$ cat src/lfu_pkg.sv
// ----------------------------------------------------------------------------
// lfu_pkg
// Shared sizes and types for the LFU cache table: line storage layout and
// the result record of the line scan.
// ----------------------------------------------------------------------------
package lfu_pkg;

	localparam int ENTRIES    = 16;
	localparam int COUNT_BITS = 16;
	localparam int KEY_W      = 32;
	localparam int VAL_W      = 31;
	localparam int CAP_W      = 5;
	localparam int IDX_W      = (ENTRIES > 1) ? $clog2(ENTRIES) : 1;
	localparam int RANK_W     = IDX_W;
	localparam int OCC_W      = $clog2(ENTRIES + 1);

	typedef logic [IDX_W-1:0]      idx_t;
	typedef logic [RANK_W-1:0]     rank_t;
	typedef logic [COUNT_BITS-1:0] count_t;
	typedef logic [KEY_W-1:0]      key_t;
	typedef logic [VAL_W-1:0]      val_t;

	// one line's bookkeeping word in the meta memory
	typedef struct packed {
		count_t count;
		rank_t  rank;
	} meta_t;

	// one line's payload word in the key/value memory
	typedef struct packed {
		key_t key;
		val_t value;
	} kv_t;

	// what the scan learned after visiting every line
	typedef struct packed {
		logic   hit;
		idx_t   hit_idx;
		rank_t  hit_rank;
		val_t   hit_value;
		logic   vic_found;
		idx_t   vic_idx;
		rank_t  vic_rank;
		count_t vic_count;
		logic   free_found;
		idx_t   free_idx;
	} scan_res_t;

endpackage

$ cat src/lfu_scan.sv
// ----------------------------------------------------------------------------
// lfu_scan
// Visits one line per cycle while en is high and accumulates key match,
// LFU victim (oldest among minimum count) and the lowest free line.
// ----------------------------------------------------------------------------
module lfu_scan (
	input  logic              clk,
	input  logic              arst_n,
	input  logic              clear,
	input  logic              en,
	input  lfu_pkg::key_t     key,
	input  lfu_pkg::idx_t     line_idx,
	input  logic              line_valid,
	input  lfu_pkg::kv_t      line_kv,
	input  lfu_pkg::meta_t    line_meta,
	output lfu_pkg::scan_res_t res
);

	lfu_pkg::scan_res_t res_q;
	logic               take_victim;

	assign take_victim = line_valid && (!res_q.vic_found ||
		line_meta.count < res_q.vic_count ||
		(line_meta.count == res_q.vic_count && line_meta.rank > res_q.vic_rank));

	always_ff @(posedge clk or negedge arst_n) begin
		if (!arst_n) begin
			res_q.hit        <= 1'b0;
			res_q.vic_found  <= 1'b0;
			res_q.free_found <= 1'b0;
		end else if (clear) begin
			res_q.hit        <= 1'b0;
			res_q.vic_found  <= 1'b0;
			res_q.free_found <= 1'b0;
		end else if (en) begin
			if (line_valid && !res_q.hit && line_kv.key == key) begin
				res_q.hit       <= 1'b1;
				res_q.hit_idx   <= line_idx;
				res_q.hit_rank  <= line_meta.rank;
				res_q.hit_value <= line_kv.value;
			end
			if (take_victim) begin
				res_q.vic_found <= 1'b1;
				res_q.vic_idx   <= line_idx;
				res_q.vic_rank  <= line_meta.rank;
				res_q.vic_count <= line_meta.count;
			end
			// keep the lowest-indexed free line
			if (!line_valid && !res_q.free_found) begin
				res_q.free_found <= 1'b1;
				res_q.free_idx   <= line_idx;
			end
		end
	end

	assign res = res_q;

endmodule

$ cat src/lfu_cache_table_core.sv
// ----------------------------------------------------------------------------
// lfu_cache_table_core
// Fully associative key/value cache with LFU replacement and LRU tiebreak.
// ----------------------------------------------------------------------------
// Usage:
//   Input channel (in_valid/in_ready) carries func (0 get, 1 put),
//   lookup_key and write_value. Output channel (out_valid/out_ready)
//   returns one item per input item: hit, read_value, evicted.
//   cfg_wr_en/cfg_wr_data write capacity_in_use; write only while idle.
//   One item is in work at a time. Each item runs a search sweep over the
//   line memories through one read port (match, victim, free line); an
//   item that changes the store (hit, insert) then runs a read-modify-write
//   sweep that ages recency ranks and bumps use counts. A get miss or a put
//   at zero capacity skips the second sweep.
//   The writeback of line i lands while line i+1 is read, so no two
//   accesses hit the same entry and no forwarding is needed.
//   A finished item waits in the output register; the next input item is
//   accepted and worked on meanwhile, and holds in the result state only
//   while the output register is still full.
//   Reset: valid bits, occupancy and control clear at once, capacity goes
//   to 16. Key/value and meta memories need no clearing: their contents are
//   used only for valid lines.
// ----------------------------------------------------------------------------
module lfu_cache_table_core (
	input  logic                              clk,
	input  logic                              arst_n,
	input  logic                              cfg_wr_en,
	input  logic [lfu_pkg::CAP_W-1:0]         cfg_wr_data,
	input  logic                              in_valid,
	output logic                              in_ready,
	input  logic                              func,
	input  logic signed [lfu_pkg::KEY_W-1:0]  lookup_key,
	input  logic [lfu_pkg::VAL_W-1:0]         write_value,
	output logic                              out_valid,
	input  logic                              out_ready,
	output logic                              hit,
	output logic [lfu_pkg::VAL_W-1:0]         read_value,
	output logic                              evicted
);

	typedef enum logic [6:0] {
		ST_IDLE   = 7'b0000001,
		ST_SEARCH = 7'b0000010,
		ST_SDRAIN = 7'b0000100,
		ST_DECIDE = 7'b0001000,
		ST_UPDATE = 7'b0010000,
		ST_UDRAIN = 7'b0100000,
		ST_RESULT = 7'b1000000
	} state_t;

	localparam lfu_pkg::idx_t LAST_IDX = lfu_pkg::IDX_W'(lfu_pkg::ENTRIES - 1);

	state_t                          state_q;
	logic [lfu_pkg::CAP_W-1:0]       cap_q;
	logic [lfu_pkg::ENTRIES-1:0]     valid_q;
	logic [lfu_pkg::OCC_W-1:0]       occ_q;

	// latched item
	logic                            func_q;
	lfu_pkg::key_t                   key_q;
	lfu_pkg::val_t                   wval_q;

	// sweep address and read pipeline
	lfu_pkg::idx_t                   sweep_idx_q;
	logic                            rd_en;
	logic                            vld_s1;
	lfu_pkg::idx_t                   idx_s1;
	lfu_pkg::meta_t                  meta_rd_s1;
	lfu_pkg::kv_t                    kv_rd_s1;

	// memories
	lfu_pkg::meta_t                  meta_mem [lfu_pkg::ENTRIES];
	lfu_pkg::kv_t                    kv_mem   [lfu_pkg::ENTRIES];
	logic                            meta_we;
	lfu_pkg::meta_t                  meta_wdata;
	logic                            kv_we;
	lfu_pkg::kv_t                    kv_wdata;

	// scan
	lfu_pkg::scan_res_t              scan;
	logic                            scan_en;

	// decision, held for the update sweep
	logic                            ins_q;
	logic                            evict_q;
	lfu_pkg::idx_t                   target_q;
	lfu_pkg::rank_t                  ref_rank_q;

	logic                            dec_upd;
	logic                            dec_ins;
	logic                            dec_evict;
	lfu_pkg::idx_t                   dec_target;
	lfu_pkg::rank_t                  dec_rank;
	logic                            dec_hit;
	lfu_pkg::val_t                   dec_val;
	logic [31:0]                     eff_cap;
	logic                            full;

	// result waiting for output / output register
	logic                            res_hit_q;
	lfu_pkg::val_t                   res_val_q;
	logic                            res_evict_q;
	logic                            out_valid_q;
	logic                            out_hit_q;
	lfu_pkg::val_t                   out_val_q;
	logic                            out_evict_q;
	logic                            out_load;

	logic                            upd_en;
	logic                            is_tgt;
	lfu_pkg::count_t                 cnt_inc;

	assign in_ready = (state_q == ST_IDLE);
	assign rd_en    = (state_q == ST_SEARCH) || (state_q == ST_UPDATE);
	assign scan_en  = vld_s1 && ((state_q == ST_SEARCH) || (state_q == ST_SDRAIN));
	assign upd_en   = vld_s1 && ((state_q == ST_UPDATE) || (state_q == ST_UDRAIN));
	// move the finished item into the output register once it is free
	assign out_load = (state_q == ST_RESULT) && (!out_valid_q || out_ready);

	always_ff @(posedge clk) begin
		if (meta_we) begin
			meta_mem[idx_s1] <= meta_wdata;
		end
		if (rd_en) begin
			meta_rd_s1 <= meta_mem[sweep_idx_q];
		end
	end

	always_ff @(posedge clk) begin
		if (kv_we) begin
			kv_mem[dec_target] <= kv_wdata;
		end
		if (rd_en) begin
			kv_rd_s1 <= kv_mem[sweep_idx_q];
		end
	end

	lfu_scan u_scan (
		.clk        (clk),
		.arst_n     (arst_n),
		.clear      (in_valid && in_ready),
		.en         (scan_en),
		.key        (key_q),
		.line_idx   (idx_s1),
		.line_valid (valid_q[idx_s1]),
		.line_kv    (kv_rd_s1),
		.line_meta  (meta_rd_s1),
		.res        (scan)
	);

	// decide what the item does once the search sweep is complete
	always_comb begin
		eff_cap    = (32'(cap_q) > 32'(lfu_pkg::ENTRIES)) ? 32'(lfu_pkg::ENTRIES)
			: 32'(cap_q);
		full       = 32'(occ_q) >= eff_cap;
		dec_upd    = 1'b0;
		dec_ins    = 1'b0;
		dec_evict  = 1'b0;
		dec_target = scan.hit_idx;
		dec_rank   = scan.hit_rank;
		dec_hit    = 1'b0;
		dec_val    = '0;
		kv_we      = 1'b0;
		kv_wdata   = '{key: key_q, value: wval_q};
		if (!func_q) begin
			if (scan.hit) begin
				dec_upd = 1'b1;
				dec_hit = 1'b1;
				dec_val = scan.hit_value;
			end
		end else if (eff_cap != 32'd0) begin
			dec_upd = 1'b1;
			kv_we   = (state_q == ST_DECIDE);
			if (scan.hit) begin
				dec_hit = 1'b1;
			end else begin
				dec_ins = 1'b1;
				if (full && scan.vic_found) begin
					dec_evict  = 1'b1;
					dec_target = scan.vic_idx;
					dec_rank   = scan.vic_rank;
				end else begin
					dec_target = scan.free_idx;
				end
			end
		end
	end

	// rewrite one line's meta word during the update sweep
	always_comb begin
		is_tgt     = (idx_s1 == target_q);
		cnt_inc    = (meta_rd_s1.count == '1) ? meta_rd_s1.count
			: meta_rd_s1.count + lfu_pkg::COUNT_BITS'(1);
		meta_wdata = meta_rd_s1;
		if (is_tgt) begin
			meta_wdata.rank  = '0;
			meta_wdata.count = ins_q ? lfu_pkg::COUNT_BITS'(1) : cnt_inc;
		end else if (ins_q) begin
			// close the victim's rank gap, then age every line by one
			meta_wdata.rank = meta_rd_s1.rank + lfu_pkg::RANK_W'(1)
				- lfu_pkg::RANK_W'(evict_q && (meta_rd_s1.rank > ref_rank_q));
		end else if (meta_rd_s1.rank < ref_rank_q) begin
			meta_wdata.rank = meta_rd_s1.rank + lfu_pkg::RANK_W'(1);
		end
		meta_we = upd_en && (is_tgt || valid_q[idx_s1]);
	end

	always_ff @(posedge clk or negedge arst_n) begin
		if (!arst_n) begin
			state_q     <= ST_IDLE;
			cap_q       <= lfu_pkg::CAP_W'(16);
			valid_q     <= '0;
			occ_q       <= '0;
			vld_s1      <= 1'b0;
			sweep_idx_q <= '0;
			out_valid_q <= 1'b0;
		end else begin
			if (cfg_wr_en) begin
				cap_q <= cfg_wr_data;
			end
			vld_s1 <= rd_en;
			idx_s1 <= sweep_idx_q;
			if (out_load) begin
				out_valid_q <= 1'b1;
			end else if (out_ready) begin
				out_valid_q <= 1'b0;
			end
			unique case (state_q)
				ST_IDLE: begin
					if (in_valid) begin
						func_q      <= func;
						key_q       <= lookup_key;
						wval_q      <= write_value;
						sweep_idx_q <= '0;
						state_q     <= ST_SEARCH;
					end
				end
				ST_SEARCH: begin
					sweep_idx_q <= sweep_idx_q + lfu_pkg::IDX_W'(1);
					if (sweep_idx_q == LAST_IDX) begin
						state_q <= ST_SDRAIN;
					end
				end
				ST_SDRAIN: begin
					state_q <= ST_DECIDE;
				end
				ST_DECIDE: begin
					ins_q       <= dec_ins;
					evict_q     <= dec_evict;
					target_q    <= dec_target;
					ref_rank_q  <= dec_rank;
					res_hit_q   <= dec_hit;
					res_val_q   <= dec_val;
					res_evict_q <= dec_evict;
					sweep_idx_q <= '0;
					// the victim line is reused, so occupancy grows only on a free insert
					if (dec_ins) begin
						valid_q[dec_target] <= 1'b1;
						if (!dec_evict) begin
							occ_q <= occ_q + lfu_pkg::OCC_W'(1);
						end
					end
					state_q <= dec_upd ? ST_UPDATE : ST_RESULT;
				end
				ST_UPDATE: begin
					sweep_idx_q <= sweep_idx_q + lfu_pkg::IDX_W'(1);
					if (sweep_idx_q == LAST_IDX) begin
						state_q <= ST_UDRAIN;
					end
				end
				ST_UDRAIN: begin
					state_q <= ST_RESULT;
				end
				ST_RESULT: begin
					// hold until the output register is free
					if (out_load) begin
						out_hit_q   <= res_hit_q;
						out_val_q   <= res_val_q;
						out_evict_q <= res_evict_q;
						state_q     <= ST_IDLE;
					end
				end
				default: begin
					state_q <= ST_IDLE;
				end
			endcase
		end
	end

	assign out_valid  = out_valid_q;
	assign hit        = out_hit_q;
	assign read_value = out_val_q;
	assign evicted    = out_evict_q;

endmodule

$ cat config.mk
export PLATFORM = sky130hd
export DESIGN_NAME = lfu_cache_table_core
export DESIGN_NICKNAME = d
export VERILOG_FILES = /design/src/lfu_pkg.sv /design/src/lfu_scan.sv /design/src/lfu_cache_table_core.sv
export SDC_FILE = /design/constraint.sdc
export NUM_CORES = 2
export LEC_CHECK = 0
export BUFFER_PORTS_ARGS = -buffer_cell sky130_fd_sc_hd__buf_2
export CAP_MARGIN = 0
export CORE_UTILIZATION = 45
export CTS_BUF_LIST = sky130_fd_sc_hd__clkbuf_4
export CTS_CLUSTER_SIZE = 30
export DETAILED_ROUTE_END_ITERATION = 10
export MAX_ROUTING_LAYER = met4
export SYNTH_ARGS = -nofsm -noshare
export SYNTH_HDL_FRONTEND = slang
export SYNTH_SLANG_ARGS = --single-unit
$ cat constraint.sdc
create_clock -name clk -period 5.8 [get_ports clk]
set_clock_uncertainty 0.2 [all_clocks]
set_input_delay 1.16 -clock clk [delete_from_list [all_inputs] [get_ports clk]]
set_output_delay 1.16 -clock clk [all_outputs]
set_load 0.01 [all_outputs]
==> results.md <==
* Synthesized area per cell at between 15 and 20 sq um
* CTS clk-pin slew, worst paths at 0.06 ns
* Synth Flop Type: edfxtp_1
* Total power per unit cell area at 388 mW/mm^2
* Peak VDD IR at around 250 uV
* Post-synthesis compound-gate area fraction at under 10%
* Worst EP required at 6.49 ns
* Final setup TNS at 0 ns
* Status: completed
* Clock network power share at 32.9%
* CP Launch Type: flip-flop
* Htree depth at 5
* DR iter-0 viols at roughly 2,600
* Post-synth EDFFs at 1,621
* Mux contribution to synthesized area at 11.8%
* Initial Util at between 40% and 50%
* Unrepaired setup endpoints after global routing: no
* Vias at 33,500
* DRT Pass-1 Iters at 5
* Worst hold path type: flip-flop to flip-flop
* Yosys reg bits at around 1,700
* Ys Warns at 0
* Crit path kind: flip-flop to flip-flop
* Port bufs at between 100 and 150
* Layout cells sized above 1 at between 20% and 30%
* # Max-Cap Violations at 0
* Synth top area share at about three quarters
* Root buf cell: clkbuf_4
* Die area at 0.144 sq mm
* Fin crit share at between 70 and 80%
* Post-Route WL at ~150,000 um
* GPL Wtd Cong at 0.809
* FF+latch area at 0.0497 sq mm
* WL per Instance at 24.7 um
* First-pass GRT wire length at between 200,000 and 250,000 um
* Post-Synth XOR/XNOR Area at less than 1%
* # fillers at between 10,000 and 15,000
* DIE WIDTH at around 380 um
* CP Data Arrival Time at a little under 5 ns
* R2r worst-path depth at 11
* Register area share after synthesis at between 70% and 80%
* Fin nets at between 3,000 and 4,000
* WP depth at 11
* Grt total ovfl at 0
* Largest delay share family, worst path: simple AND/OR/NAND/NOR gates
* Worst path bufs/invs at 3
* Flop2flop setup slack at roughly 1.5 ns
* Fmax at ~0.23 GHz
* CP endpoint: kv_mem[14][3]$_DFFE_PP_
* RR Endpoint: kv_mem[14][3]$_DFFE_PP_
* Dpl hpwl at just over 80,000 um
* Die H at 380 um
* Post-route cell area at around 0.073 sq mm
* Final Hold Vio Count at 0
* Vias in the first global route at about 34,000
* Multi-input logic area at 0.0138 sq mm
* Part of the power in registers at 51.0%
* Layout Area Growth over Synthesis at 14.5%
* Synth Area in Adders at less than 1%
* CTS tree: yes
* DR vias/cell at between 5 and 6
* Slew @ Worst Pin at 1.23 ns
* Hold wc startpoint: kv_rd_s1[29]$_DFFE_PP_
* # DRC at 0
* Initial antenna violation count at 7
* CTS max path bufs at 4
* Yosys top cell by area: edfxtp_1
* Core area at 0.141 sq mm
* Syn Nets at roughly 3,500
* Crit-path max cell delay at 0.76 ns
* Reg2Reg Launch Point: cap_q[4]$_DFFE_PN1P_
* Final ANT Viol Nets at 0
* # clock sinks at 1,663
* Io pins at between 100 and 150
* Switching component of the power at ~7.6 mW
* Syn Inst Count at 3,342
* Rel. slew slack at 18.2%
* Power Total at ~28 mW
* Simple-gate share of the synthesized area at 2.64%
* Largest family of logic cells by synthesized area: multiplexers
* Placed Instance Area at 0.0676 sq mm
* Switching Share at between 20% and 30%
* GRT Overall Usage at 21.3%
* Clock buffer count from CTS at roughly 430
* Lkg Pwr at roughly 24 nW
* Main area contributors after synthesis: edfxtp_1 (76%), mux4_2 (6.0%), mux2i_1 (4.0%)
* Latest clock arrival within the worst-skew pair at 1.29 ns
* Slowest CP cell: a41oi_2
* Final setup fails at 0
* Internal power at about 21 mW
* Mapped Area at approximately 0.064 sq mm
* Setup crit start: cap_q[4]$_DFFE_PN1P_
* Netlist cell types at 63
* Period minus WS final at 4.26 ns
* Crit path cell chain: inv_1, nand2_1, ha_1, a21oi_1, o21ai_0, a41oi_2, nor4bb_1, o31ai_1, buf_4, nor2_4, buf_12
* Comb power frac at between 15 and 20%
* Crit. End Element: flip-flop
* Pin count of the biggest net entering global routing at 110
* Critical Path Fanout Max at 22
* Final Max Tran Viols at 0
* Fraction of registers with async set/reset at around 2.5%
* # rows at between 100 and 150
stage by stage:
step	worst slack, ns	hold WS [ns]	utilization (%)	std cells
floorplan	0.350	0.200	-	3342
global placement	1.58	0.201	47.8	5267
detailed placement	1.53	0.205	47.8	5267
CTS	1.55	0.140	51.9	6051
global route	1.29	0.186	51.9	6055
finish	1.54	0.189	51.9	6055
worst register-to-register path, stage by stage, from the launching register on:
cell and delay, ns:
dfstp_2 0.59, inv_1 0.11, nand2_1 0.08, ha_1 0.24
a21oi_1 0.11, o21ai_0 0.13, a41oi_2 0.76, nor4bb_1 0.40
o31ai_1 0.10, buf_4 0.19, nor2_4 0.75, buf_12 0.29
registers in the layout, summed over array words and instances (netlist names), 4 cells and up:
register / cells
wval_q: 31
sweep_idx_q: 4
kv_rd_s1: 63
read_value: 31
u_scan.res: 70
valid_q: 16
occ_q: 5
res_val_q: 31
meta_rd_s1: 20
kv_mem: 1008
ref_rank_q: 4
meta_mem: 320
target_q: 4
key_q: 32
idx_s1: 4
state_q: 7
cap_q: 5
placed cells by master, fill, tap and decap left out, types with 29 or more instances in the layout:
cell type,instances
clkinv_1,68
dlygate4sd3_1,78
mux2_2,97
mux2i_1,257
dfrtp_1,36
nand2_1,124
clkbuf_4,623
xor2_1,29
o21ai_0,186
nor2_1,39
ha_1,35
buf_4,61
inv_1,37
a21oi_1,98
xnor2_1,32
mux4_2,171
edfxtp_1,1621
and2_1,37
buf_2,108
a22oi_1,85
a221oi_1,83
cells in the mapped netlist (all sizes together), types with 3 or more instances:
cell    count
mux2       99
edfxtp   1621
a221oi     83
buf        68
and3b       4
dfrtp      40
a31oi      10
o21a        8
xnor2      32
o31ai       4
nand2b      7
o211ai      4
nor3b       5
and2       39
nor2       71
clkbuf     93
inv        38
mux4      171
nor3       11
and4        4
nor4        8
a21oi      98
nand3b      4
nand2     125
ha         35
nand4      20
o21ai     186
o41ai       4
xor2       29
nand3      11
nor2b      13
o21bai     16
a41oi       3
and3       13
mux2i     257
a22oi      85
cells by family (layout without fill, tap and decap cells):
| kind of cell | count (synthesis) | in the layout |
|---|---|---|
| buffers and inverters | 199 | 1018 |
| adders and majority gates | 36 | 36 |
| xor gates and xnor gates | 61 | 61 |
| and+or+nand+nor | 343 | 343 |
| other | 0 | 4 |
| muxes | 527 | 527 |
| AOI/OAI and AO/OA | 513 | 513 |
| DFF | 1663 | 1663 |
power groups by stage:
stage	logic [mW]	registers, mW	clock network, mW
3_3_place_gp	4.59	14.8	0
5_1_grt	4.94	14.6	10.3
4_1_cts	4.67	14.5	9.67
3_5_place_dp	4.61	14.8	0
6_report	4.58	14.5	9.36
2_1_floorplan	3.43	14.5	0
metal layers:
layer  vias up  global-route usage, %  share of wire (%)
li1      14900                      -                  -
met1     17200                   27.7                 42
met2      1194                   33.6                 49
met3       214                   4.49                6.3
met4         0                   7.09                2.0
met5         -                      -                  0
area by class of cell:
| cell class | instances | share of cell area (%) |
|---|---|---|
| inverter | 38 | 0.194 |
| multi-input combinational | 1480 | 18.8 |
| clock inverter | 83 | 0.486 |
| tap | 1890 | 3.22 |
| timing repair buffer | 274 | 3.16 |
| sequential | 1663 | 67.8 |
| antenna | 4 | 0.0136 |
| clock buffer | 623 | 6.37 |
how the worst min path moves through the flow:
stage,end,slack (ns),cells after the start
after global routing,u_scan.res[59]$_DFFE_PP_,0.19,0
after detailed placement,read_value[20]$_DFFE_PP_,0.20,0
after CTS,wval_q[21]$_DFFE_PP_,0.14,2
after global placement,u_scan.res[40]$_DFFE_PP_,0.20,0
after floorplan,hit$_DFFE_PP_,0.20,0
final,u_scan.res[59]$_DFFE_PP_,0.19,0
timing repair:
item                                    CTS  global route
resized for setup                         0             0
hold endpoints to repair                 92             0
buffers inserted                          0             0
hold buffers                             78             0
endpoints found under the setup margin    0             0
No activity file was read; power rests on OpenSTA's default activity.
